File: src/hdl/pcsa_pkg.sv
// shared types, constants and tables of the configuration space access block
`default_nettype none
package pcsa_pkg;

  localparam int SPACE_BYTES = 256;
  localparam int BANKS       = 4;
  localparam int BANK_ROWS   = SPACE_BYTES / BANKS;

  localparam logic [31:0] ALL_ONES = 32'hffff_ffff;
  localparam logic [7:0]  MAP_OFFSET = 8'h64;

  typedef enum logic [1:0] {
    CMD_DIRECT = 2'd0,
    CMD_MEM_RD = 2'd1,
    CMD_MEM_WR = 2'd2
  } cmd_kind_t;

  typedef struct packed {
    cmd_kind_t   kind;
    logic [31:0] imm;
    logic [7:0]  off;
    logic [2:0]  size;
    logic [31:0] wdata;
    logic        here;
    logic        do_map;
    logic [7:0]  map_byte;
  } cmd_t;

  // device zero reset image
  function automatic logic [7:0] dev0_init(input logic [7:0] idx);
    logic [7:0] v;
    v = 8'h00;
    case (idx)
      8'h00: v = 8'h86;
      8'h01: v = 8'h80;
      8'h02: v = 8'ha3;
      8'h03: v = 8'h04;
      8'h04: v = 8'h06;
      8'h07: v = 8'h02;
      8'h08: v = 8'h03;
      8'h0b: v = 8'h06;
      8'h51: v = 8'h01;
      8'h52: v = 8'h01;
      8'h57: v = 8'h01;
      8'h60: v = 8'h10;
      8'h61, 8'h62, 8'h63, 8'h64, 8'h65: v = 8'h20;
      default: v = 8'h00;
    endcase
    return v;
  endfunction

  // read-only bits of device zero
  function automatic logic [7:0] dev0_protect(input logic [7:0] idx);
    logic [7:0] m;
    m = 8'h00;
    if (idx inside {[8'h00:8'h03], [8'h06:8'h0b]}) begin
      m = 8'hff;
    end
    return m;
  endfunction

endpackage
`default_nettype wire

File: src/hdl/pcsa_front.sv
// front end: address and byte registers, decode of data port items
`default_nettype none
module pcsa_front (
  input  wire logic          clk,
  input  wire logic          rst,
  input  wire logic          accept,
  input  wire logic          pci_enable,
  input  wire logic          req_type,
  input  wire logic [2:0]    port_offset,
  input  wire logic [2:0]    access_size,
  input  wire logic [31:0]   write_data,
  output pcsa_pkg::cmd_t     cmd
);
  import pcsa_pkg::*;

  logic [31:0] config_address;
  logic [31:0] config_address_next;
  logic [7:0]  byte_regs [BANKS];
  logic [7:0]  byte_regs_next [BANKS];

  logic [4:0]  dev;
  logic [2:0]  fn;
  logic [31:0] ones;
  logic        size_ok;
  logic        here;
  logic        map_hit;

  assign dev = config_address[15:11];
  assign fn  = config_address[10:8];
  assign size_ok = (access_size == 3'd1) || (access_size == 3'd2) || (access_size == 3'd4);
  assign here = (dev == 5'd0) && (fn == 3'd0) && pci_enable;
  assign map_hit = req_type && config_address[31] && (dev == 5'd0) &&
                   ((config_address[7:0] + {6'd0, port_offset[1:0]}) == MAP_OFFSET);

  always_comb begin
    case (access_size)
      3'd1:    ones = 32'h0000_00ff;
      3'd2:    ones = 32'h0000_ffff;
      default: ones = ALL_ONES;
    endcase
  end

  always_comb begin
    config_address_next = config_address;
    for (int b = 0; b < BANKS; b++) begin
      byte_regs_next[b] = byte_regs[b];
    end
    cmd = '0;
    cmd.kind     = CMD_DIRECT;
    cmd.off      = config_address[7:0] + {6'd0, port_offset[1:0]};
    cmd.size     = access_size;
    cmd.wdata    = write_data;
    cmd.here     = here;
    cmd.do_map   = map_hit;
    case (access_size)
      3'd1:    cmd.map_byte = write_data[7:0];
      3'd2:    cmd.map_byte = write_data[15:8];
      default: cmd.map_byte = write_data[31:24];
    endcase

    if (!port_offset[2]) begin
      if (access_size == 3'd4 && port_offset == 3'd0) begin
        if (req_type) config_address_next = write_data;
        else cmd.imm = config_address;
      end else if (access_size == 3'd1) begin
        if (req_type) begin
          byte_regs_next[port_offset[1:0]] = (port_offset[1:0] == 2'd0) ?
                                             (write_data[7:0] & 8'hfe) : write_data[7:0];
        end else begin
          cmd.imm = {24'd0, byte_regs[port_offset[1:0]]};
        end
      end else if (!req_type) begin
        cmd.imm = ALL_ONES;
      end
      cmd.do_map = 1'b0;
    end else if (!size_ok) begin
      if (!req_type) cmd.imm = ALL_ONES;
      cmd.do_map = 1'b0;
    end else if (!req_type) begin
      if (here) cmd.kind = CMD_MEM_RD;
      else cmd.imm = ones;
    end else if (config_address[31] && (here || map_hit)) begin
      cmd.kind = CMD_MEM_WR;
    end
  end

  always_ff @(posedge clk) begin
    if (rst) begin
      config_address <= '0;
      byte_regs[0] <= 8'h00;
      byte_regs[1] <= 8'h00;
      byte_regs[2] <= 8'h00;
      byte_regs[3] <= 8'h80;
    end else if (accept) begin
      config_address <= config_address_next;
      for (int b = 0; b < BANKS; b++) begin
        byte_regs[b] <= byte_regs_next[b];
      end
    end
  end

endmodule
`default_nettype wire

File: src/hdl/pcsa_queue.sv
// two-entry item queue between front and back
`default_nettype none
module pcsa_queue (
  input  wire logic      clk,
  input  wire logic      rst,
  input  wire logic      push,
  input  pcsa_pkg::cmd_t push_cmd,
  input  wire logic      pop,
  output pcsa_pkg::cmd_t pop_cmd,
  output logic           full,
  output logic           empty
);
  import pcsa_pkg::*;

  cmd_t       slots [2];
  logic       wr_ptr;
  logic       rd_ptr;
  logic [1:0] count;

  assign full    = (count == 2'd2);
  assign empty   = (count == 2'd0);
  assign pop_cmd = slots[rd_ptr];

  always_ff @(posedge clk) begin
    if (push) slots[wr_ptr] <= push_cmd;
    if (rst) begin
      wr_ptr <= 1'b0;
      rd_ptr <= 1'b0;
      count  <= 2'd0;
    end else begin
      if (push) wr_ptr <= ~wr_ptr;
      if (pop)  rd_ptr <= ~rd_ptr;
      count <= count + {1'b0, push} - {1'b0, pop};
    end
  end

endmodule
`default_nettype wire

File: src/hdl/pcsa_back.sv
// back end: banked device zero space, masked write-back, map word, results
`default_nettype none
module pcsa_back (
  input  wire logic        clk,
  input  wire logic        rst,
  input  wire logic        q_empty,
  input  pcsa_pkg::cmd_t   q_cmd,
  output logic             q_pop,
  output logic             done,
  output logic [31:0]      read_data,
  output logic [15:0]      map_word,
  output logic             map_changed
);
  import pcsa_pkg::*;

  typedef enum logic {ST_IDLE, ST_EXEC} state_t;

  state_t     state;
  cmd_t       cur;
  logic [7:0] mem [BANKS][BANK_ROWS];
  logic [7:0] rdata [BANKS];
  logic       vld [SPACE_BYTES];
  logic       vld_q [BANKS];
  logic [5:0] row_q [BANKS];
  logic [1:0] lane_q [BANKS];

  logic [1:0] lane_n [BANKS];
  logic [7:0] pos_n [BANKS];
  logic [7:0] old_b [BANKS];
  logic [7:0] new_b [BANKS];
  logic       wen_b [BANKS];
  logic [7:0] idx_b [BANKS];
  logic [31:0] rd_word;
  logic [15:0] map_word_next;

  assign q_pop = (state == ST_IDLE) && !q_empty;

  always_comb begin
    for (int b = 0; b < BANKS; b++) begin
      lane_n[b] = 2'(b) - q_cmd.off[1:0];
      pos_n[b]  = q_cmd.off + {6'd0, lane_n[b]};
      idx_b[b]  = {row_q[b], 2'(b)};
      old_b[b]  = vld_q[b] ? rdata[b] : dev0_init(idx_b[b]);
      new_b[b]  = (old_b[b] & dev0_protect(idx_b[b])) |
                  (cur.wdata[8*lane_q[b] +: 8] & ~dev0_protect(idx_b[b]));
      wen_b[b]  = (state == ST_EXEC) && (cur.kind == CMD_MEM_WR) && cur.here &&
                  ({1'b0, lane_q[b]} < cur.size);
    end
    rd_word = '0;
    for (int i = 0; i < BANKS; i++) begin
      if (3'(i) < cur.size) begin
        rd_word[8*i +: 8] = old_b[2'(cur.off[1:0] + 2'(i))];
      end
    end
    map_word_next = {{4{cur.map_byte[7]}}, cur.map_byte[5], cur.map_byte[4], map_word[9:0]};
  end

  always_ff @(posedge clk) begin
    for (int b = 0; b < BANKS; b++) begin
      if (wen_b[b]) mem[b][row_q[b]] <= new_b[b];
      if (q_pop) rdata[b] <= mem[b][pos_n[b][7:2]];
    end
  end

  always_ff @(posedge clk) begin
    if (rst) begin
      for (int k = 0; k < SPACE_BYTES; k++) vld[k] <= 1'b0;
    end else begin
      for (int b = 0; b < BANKS; b++) begin
        if (wen_b[b]) vld[idx_b[b]] <= 1'b1;
      end
    end
  end

  always_ff @(posedge clk) begin
    if (q_pop) begin
      cur <= q_cmd;
      for (int b = 0; b < BANKS; b++) begin
        row_q[b]  <= pos_n[b][7:2];
        lane_q[b] <= lane_n[b];
        vld_q[b]  <= vld[{pos_n[b][7:2], 2'(b)}];
      end
    end
    if (rst) begin
      state       <= ST_IDLE;
      done        <= 1'b0;
      map_changed <= 1'b0;
      map_word    <= '0;
      read_data   <= '0;
    end else begin
      done        <= 1'b0;
      map_changed <= 1'b0;
      case (state)
        ST_IDLE: begin
          if (q_pop) state <= ST_EXEC;
        end
        ST_EXEC: begin
          state <= ST_IDLE;
          done  <= 1'b1;
          case (cur.kind)
            CMD_MEM_RD: read_data <= rd_word;
            CMD_MEM_WR: read_data <= '0;
            default:    read_data <= cur.imm;
          endcase
          if (cur.kind == CMD_MEM_WR && cur.do_map) begin
            map_word    <= map_word_next;
            map_changed <= 1'b1;
          end
        end
        default: state <= ST_IDLE;
      endcase
    end
  end

endmodule
`default_nettype wire

File: src/hdl/pci_config_space_access_top.sv
// top level of the configuration mechanism one host block
`default_nettype none
// Configuration mechanism one host for bus zero. An item is taken when start
// is high and busy low; its result appears for exactly one cycle with done
// high and cannot be held off. In the back end each item first reads the
// banked device zero space (one port per byte bank), then is merged, written
// back and its result driven. Address and byte registers are handled in the
// front end at acceptance; a two-entry queue lets the front keep taking items
// while the back works, so busy rises only when the queue is full. The back
// end takes a new item only when idle. No clearing pass is needed after
// reset: per-byte valid flops stand in for the reset image.
module pci_config_space_access_top (
  input  wire logic        clk,
  input  wire logic        rst,
  // item channel
  input  wire logic        start,
  output logic             busy,
  input  wire logic        req_type,
  input  wire logic [2:0]  port_offset,
  input  wire logic [2:0]  access_size,
  input  wire logic [31:0] write_data,
  // result channel
  output logic             done,
  output logic [31:0]      read_data,
  output logic [15:0]      map_word,
  output logic             map_changed,
  // register port
  input  wire logic        psel,
  input  wire logic        penable,
  input  wire logic        pwrite,
  input  wire logic [2:0]  paddr,
  input  wire logic [31:0] pwdata,
  output logic [31:0]      prdata,
  output logic             pready
);
  import pcsa_pkg::*;

  localparam logic [2:0] REG_PCI_ENABLE = 3'd0;

  logic pci_enable;
  logic accept;
  cmd_t front_cmd;
  cmd_t q_cmd;
  logic q_full;
  logic q_empty;
  logic q_pop;

  // register port: single enable bit, zero wait states
  assign pready = 1'b1;
  assign prdata = (paddr == REG_PCI_ENABLE) ? {31'd0, pci_enable} : 32'd0;

  always_ff @(posedge clk) begin
    if (rst) begin
      pci_enable <= 1'b0;
    end else if (psel && penable && pwrite && pready && paddr == REG_PCI_ENABLE) begin
      pci_enable <= pwdata[0];
    end
  end

  // accept whenever the queue has room
  assign busy   = q_full;
  assign accept = start && !busy;

  pcsa_front u_front (
    .clk         (clk),
    .rst         (rst),
    .accept      (accept),
    .pci_enable  (pci_enable),
    .req_type    (req_type),
    .port_offset (port_offset),
    .access_size (access_size),
    .write_data  (write_data),
    .cmd         (front_cmd)
  );

  pcsa_queue u_queue (
    .clk      (clk),
    .rst      (rst),
    .push     (accept),
    .push_cmd (front_cmd),
    .pop      (q_pop),
    .pop_cmd  (q_cmd),
    .full     (q_full),
    .empty    (q_empty)
  );

  pcsa_back u_back (
    .clk         (clk),
    .rst         (rst),
    .q_empty     (q_empty),
    .q_cmd       (q_cmd),
    .q_pop       (q_pop),
    .done        (done),
    .read_data   (read_data),
    .map_word    (map_word),
    .map_changed (map_changed)
  );

endmodule
`default_nettype wire

File: config.mk
export PLATFORM = sky130hd
export DESIGN_NAME = pci_config_space_access_top
export DESIGN_NICKNAME = d
export VERILOG_FILES = /design/src/hdl/pcsa_pkg.sv /design/src/hdl/pcsa_front.sv /design/src/hdl/pcsa_queue.sv /design/src/hdl/pcsa_back.sv /design/src/hdl/pci_config_space_access_top.sv
export SDC_FILE = /design/constraint.sdc
export NUM_CORES = 2
export LEC_CHECK = 0
export BUFFER_PORTS_ARGS = -buffer_cell sky130_fd_sc_hd__buf_2
export CAP_MARGIN = 20
export CORE_UTILIZATION = 60
export CTS_CLUSTER_DIAMETER = 100
export DETAILED_ROUTE_END_ITERATION = 6
export GPL_ROUTABILITY_DRIVEN = 0
export GPL_TIMING_DRIVEN = 0
export PLACE_DENSITY_LB_ADDON = 0.08
export SYNTH_ARGS = -nofsm -noshare
export SYNTH_HDL_FRONTEND = slang
export SYNTH_SLANG_ARGS = --single-unit
File: constraint.sdc
create_clock -name clk -period 6.8 [get_ports clk]
set_input_delay 0.34 -clock clk [delete_from_list [all_inputs] [get_ports clk]]
set_output_delay 0.34 -clock clk [all_outputs]
set_load 0.01 [all_outputs]
==> key figures <==
Synth
  • Post-synthesis register bit count: 2716
  • Top_reg_cell synth: edfxtp_1
  • Async SR Flop Fraction: 0%
  • Sequential fraction of the synthesis area: 71.8%
  • Synthesized area: 109000 um2
  • Top cells by area, synth: edfxtp_1 66%, mux4_2 8.5%, dfxtp_1 6.1%
  • Post-Synthesis Cells: 7230
  • Number of flops mapped to enable cells by yosys: 2384
  • Syn avg cell area: approximately 15 um2
  • Synth warn: 0
  • Yosys cell types: 88
  • Largest area contributor in the netlist: edfxtp_1
  • Area share of the largest cell type after synthesis: 65.7%

Hold path
  • Hold path start: port_offset[2]
  • Worst Hold Endpoint: u_queue.slots[0][68]
  • Hold Path Class: input port to flip-flop
  • Min-Delay Path Depth: 3

CTS
  • CTS Root Cell: clkbuf_16
  • Post-CTS setup buffers: 0
  • Skew-Pair Late Insertion Delay: 0.99 ns
  • Clock Sinks: 2716
  • Post-CTS Resized: 0
  • TritonCTS buffer count: around 290
  • Clock Tree Buf Depth: 4
  • Clock slew at reported path FFs: ~0.060 ns
  • CTS tree: yes
  • H-tree levels: 5

STA
  • RSZ-0062 raised after global routing: no
  • Max-slew violation count: 0
  • Tcrit/Tclk final: 96.0%
  • Slew headroom: 9.57%
  • FMAX: approximately 0.15 GHz
  • Worst Skew: 0.0742 ns
  • Final setup vio count: 0
  • Setup TNS: 0 ns
  • Final WS setup: 0.275 ns
  • Least-Margin Pin Slew: 1.34 ns
  • Fin. Hold Viols: 0
  • Hold_ws: 0.0593 ns
  • Min cycle time layout: roughly 6.5 ns

Finish
  • Fill cell count: about 12000
  • Multi-input gate area: 28700 um2
  • Layout cells sized above 1: around 17%
  • FF+latch area: 78200 um2
  • Area growth syn-to-layout: 13.6%
  • Nets@finish: 7879

Floorplan
  • Die Area: about 180000 um2
  • Cell row count: 156
  • Die extent in y: 428 um
  • # IOs: 164
  • Initial core utilization: 60.3%
  • Die width: 428 um
  • Core area: 181000 um2

Worst setup path
  • R2r worst-path depth: 12
  • CP Capture Type: flip-flop
  • RR Endpoint: u_back.vld_q[1]
  • Worst path arrival time: a little over 7 ns
  • Worst-path maximum fanout: 19
  • WS Path Type: flip-flop to flip-flop
  • Reg2Reg Setup Slack: about 0.27 ns
  • Critical R2R Launch: u_queue.slots[1][47]
  • Worst Setup Start Kind: flip-flop
  • Worst EP required: 7.40 ns

Place
  • Dpl ws: ~0.16 ns
  • Dpl hpwl: 231 mm
  • Count of input and output buffers: just under 90

Global route
  • Vias in the first global route: between 60000 and 70000
  • GR Util All Layers: a little over a third
  • First-pass GRT wire length: ~470 mm
  • Initial antenna violation count: 12
  • Largest net degree at the start of global routing: 79
  • Grt ovf: 0

Pwr
  • Final Total Pwr: ~61 mW
  • IR drop worst, VDD: 0.408 mV
  • Leakage power: 41.3 nW
  • Pwr dens: 490 nW/um2

Detailed routing
  • Drt drc: 8
  • Post-DRT Antenna Nets: 0
  • Total Wirelength: 337 mm
  • Wire per inst: 32.5 um
  • Drt first pass iters: 7
  • DRT iter0 DRCs: 10614
  • Vias per cell: roughly 6.7
  • Vias: 69740

Flow run
  • Max_cap viols: 0

Status
  • Failing checks: DRC
  • Status: finished with violations
==> worst max-delay path by stage <==
stage,from,end,slack (ns)
after floorplan,u_back.cur[45],u_back.mem[0][101],1.66
after global placement,u_back.row_q[3][3],u_back.mem[3][90],-3.04
after detailed placement,u_queue.slots[1][47],u_back.rdata[1][0],0.16
after CTS,u_queue.slots[1][47],u_back.rdata[1][0],0.08
after global routing,u_queue.slots[1][47],u_back.rdata[1][0],0.29
final,u_queue.slots[1][47],u_back.vld_q[1],0.27
==> cells by family (layout without fill, tap and decap cells) <==
kind of cell | Yosys count | count (layout) | synth area share, %
flops | 2716 | 2716 | 71.8
compound gates | 792 | 792 | 5.01
buf+inv | 535 | 1256 | 2.26
xor+xnor | 30 | 30 | 0.310
fa+ha+maj | 16 | 16 | 0.191
simple gates | 2510 | 2510 | 9.76
mux | 629 | 629 | 10.6
other cells | 2 | 53 | 0.00690
==> layout by cell type (no fill, tap or decap), drive strengths merged, types with 28 or more instances in the layout <==
master / instances
mux2: 92
clkinv: 88
a31oi: 40
o21ai: 115
a22oi: 28
buf: 410
conb: 42
mux4: 409
dfxtp: 332
a21oi: 168
clkbuf: 642
a311oi: 112
nor2: 728
and3: 53
o22ai: 36
inv: 54
nand2: 1127
a211oi: 43
o21a: 101
nand4: 30
nand3: 412
mux2i: 128
edfxtp: 2384
dlygate4sd3: 42
==> sequential cells by signal (all words and copies together) (netlist names), named ones only <==
name                    cells
pci_enable                  1
u_back.cur                 75
u_back.done                 1
u_back.lane_q               5
u_back.map_changed          1
u_back.map_word             3
u_back.mem               2048
u_back.rdata               32
u_back.read_data           32
u_back.row_q               24
u_back.state                1
u_back.vld                256
u_back.vld_q                4
u_front.byte_regs          32
u_front.config_address     32
u_queue.count               2
u_queue.rd_ptr              1
u_queue.slots             164
u_queue.wr_ptr              1
==> layout make-up <==
class	count	share of cell area, %
multi-input combinational	4019	23.2
inverter	47	0.149
sequential	2716	63.2
clock inverter	114	0.775
clock buffer	382	6.31
buffer	487	1.87
tap	2370	2.40
antenna	11	0.0222
timing repair buffer	226	2.03
==> where the power goes <==
group          switching [mW]  leakage (nW)  internal [mW]  total [mW]
logic                    16.0          12.7           6.85        22.8
registers               0.436          24.3           22.4        22.8
clock network            6.29          4.30           8.64        14.9
total                    22.7          41.3           37.9        60.6
==> worst max-delay path: stages, from the launching register on <==
cell and delay, ns:
edfxtp_1 0.33, clkbuf_1 0.39, mux2i_4 0.28, inv_2 0.30
buf_2 0.53, clkbuf_1 0.60, ha_1 0.35, o21ai_0 0.17
xnor2_2 0.71, clkbuf_1 0.89, clkbuf_1 0.60, a31oi_1 0.17
nor4_1 0.84
==> Yosys cell counts (30+ instances only) <==
cell type	n
a211oi_1	43
a21oi_1	168
a311oi_1	112
a31oi_1	40
and3_1	53
buf_1	42
buf_2	107
buf_4	73
clkbuf_1	260
dfxtp_1	332
edfxtp_1	2384
inv_1	34
mux2_2	92
mux2i_1	122
mux4_2	409
nand2_1	1127
nand3_1	412
nand4_1	30
nor2_1	725
o21a_1	101
o21ai_0	107
o22ai_1	36
==> stage by stage <==
stage / area (um2) / std cells / utilization [%]
after floorplan: 109000 / 7270 / -
after global placement: 112000 / 9729 / 62.3
after detailed placement: 114000 / 9813 / 63.4
after CTS: 124000 / 10351 / 68.5
after global routing: 124000 / 10362 / 68.5
final: 124000 / 10372 / 68.5
==> timing repair <==
item | CTS | global route
endpoints found under the setup margin | 0 | 8
hold buffers | 42 | 0
hold endpoints to repair | 144 | 0
==> per-layer routing <==
metal,GRT usage (%),vias up,wire (um)
met1,47.5,34969,119000
met5,0.208,-,163
met3,10.3,1093,42600
li1,-,28594,-
met4,19.4,14,20700
met2,56.3,5070,155000
(Power assumes the default switching activity.)
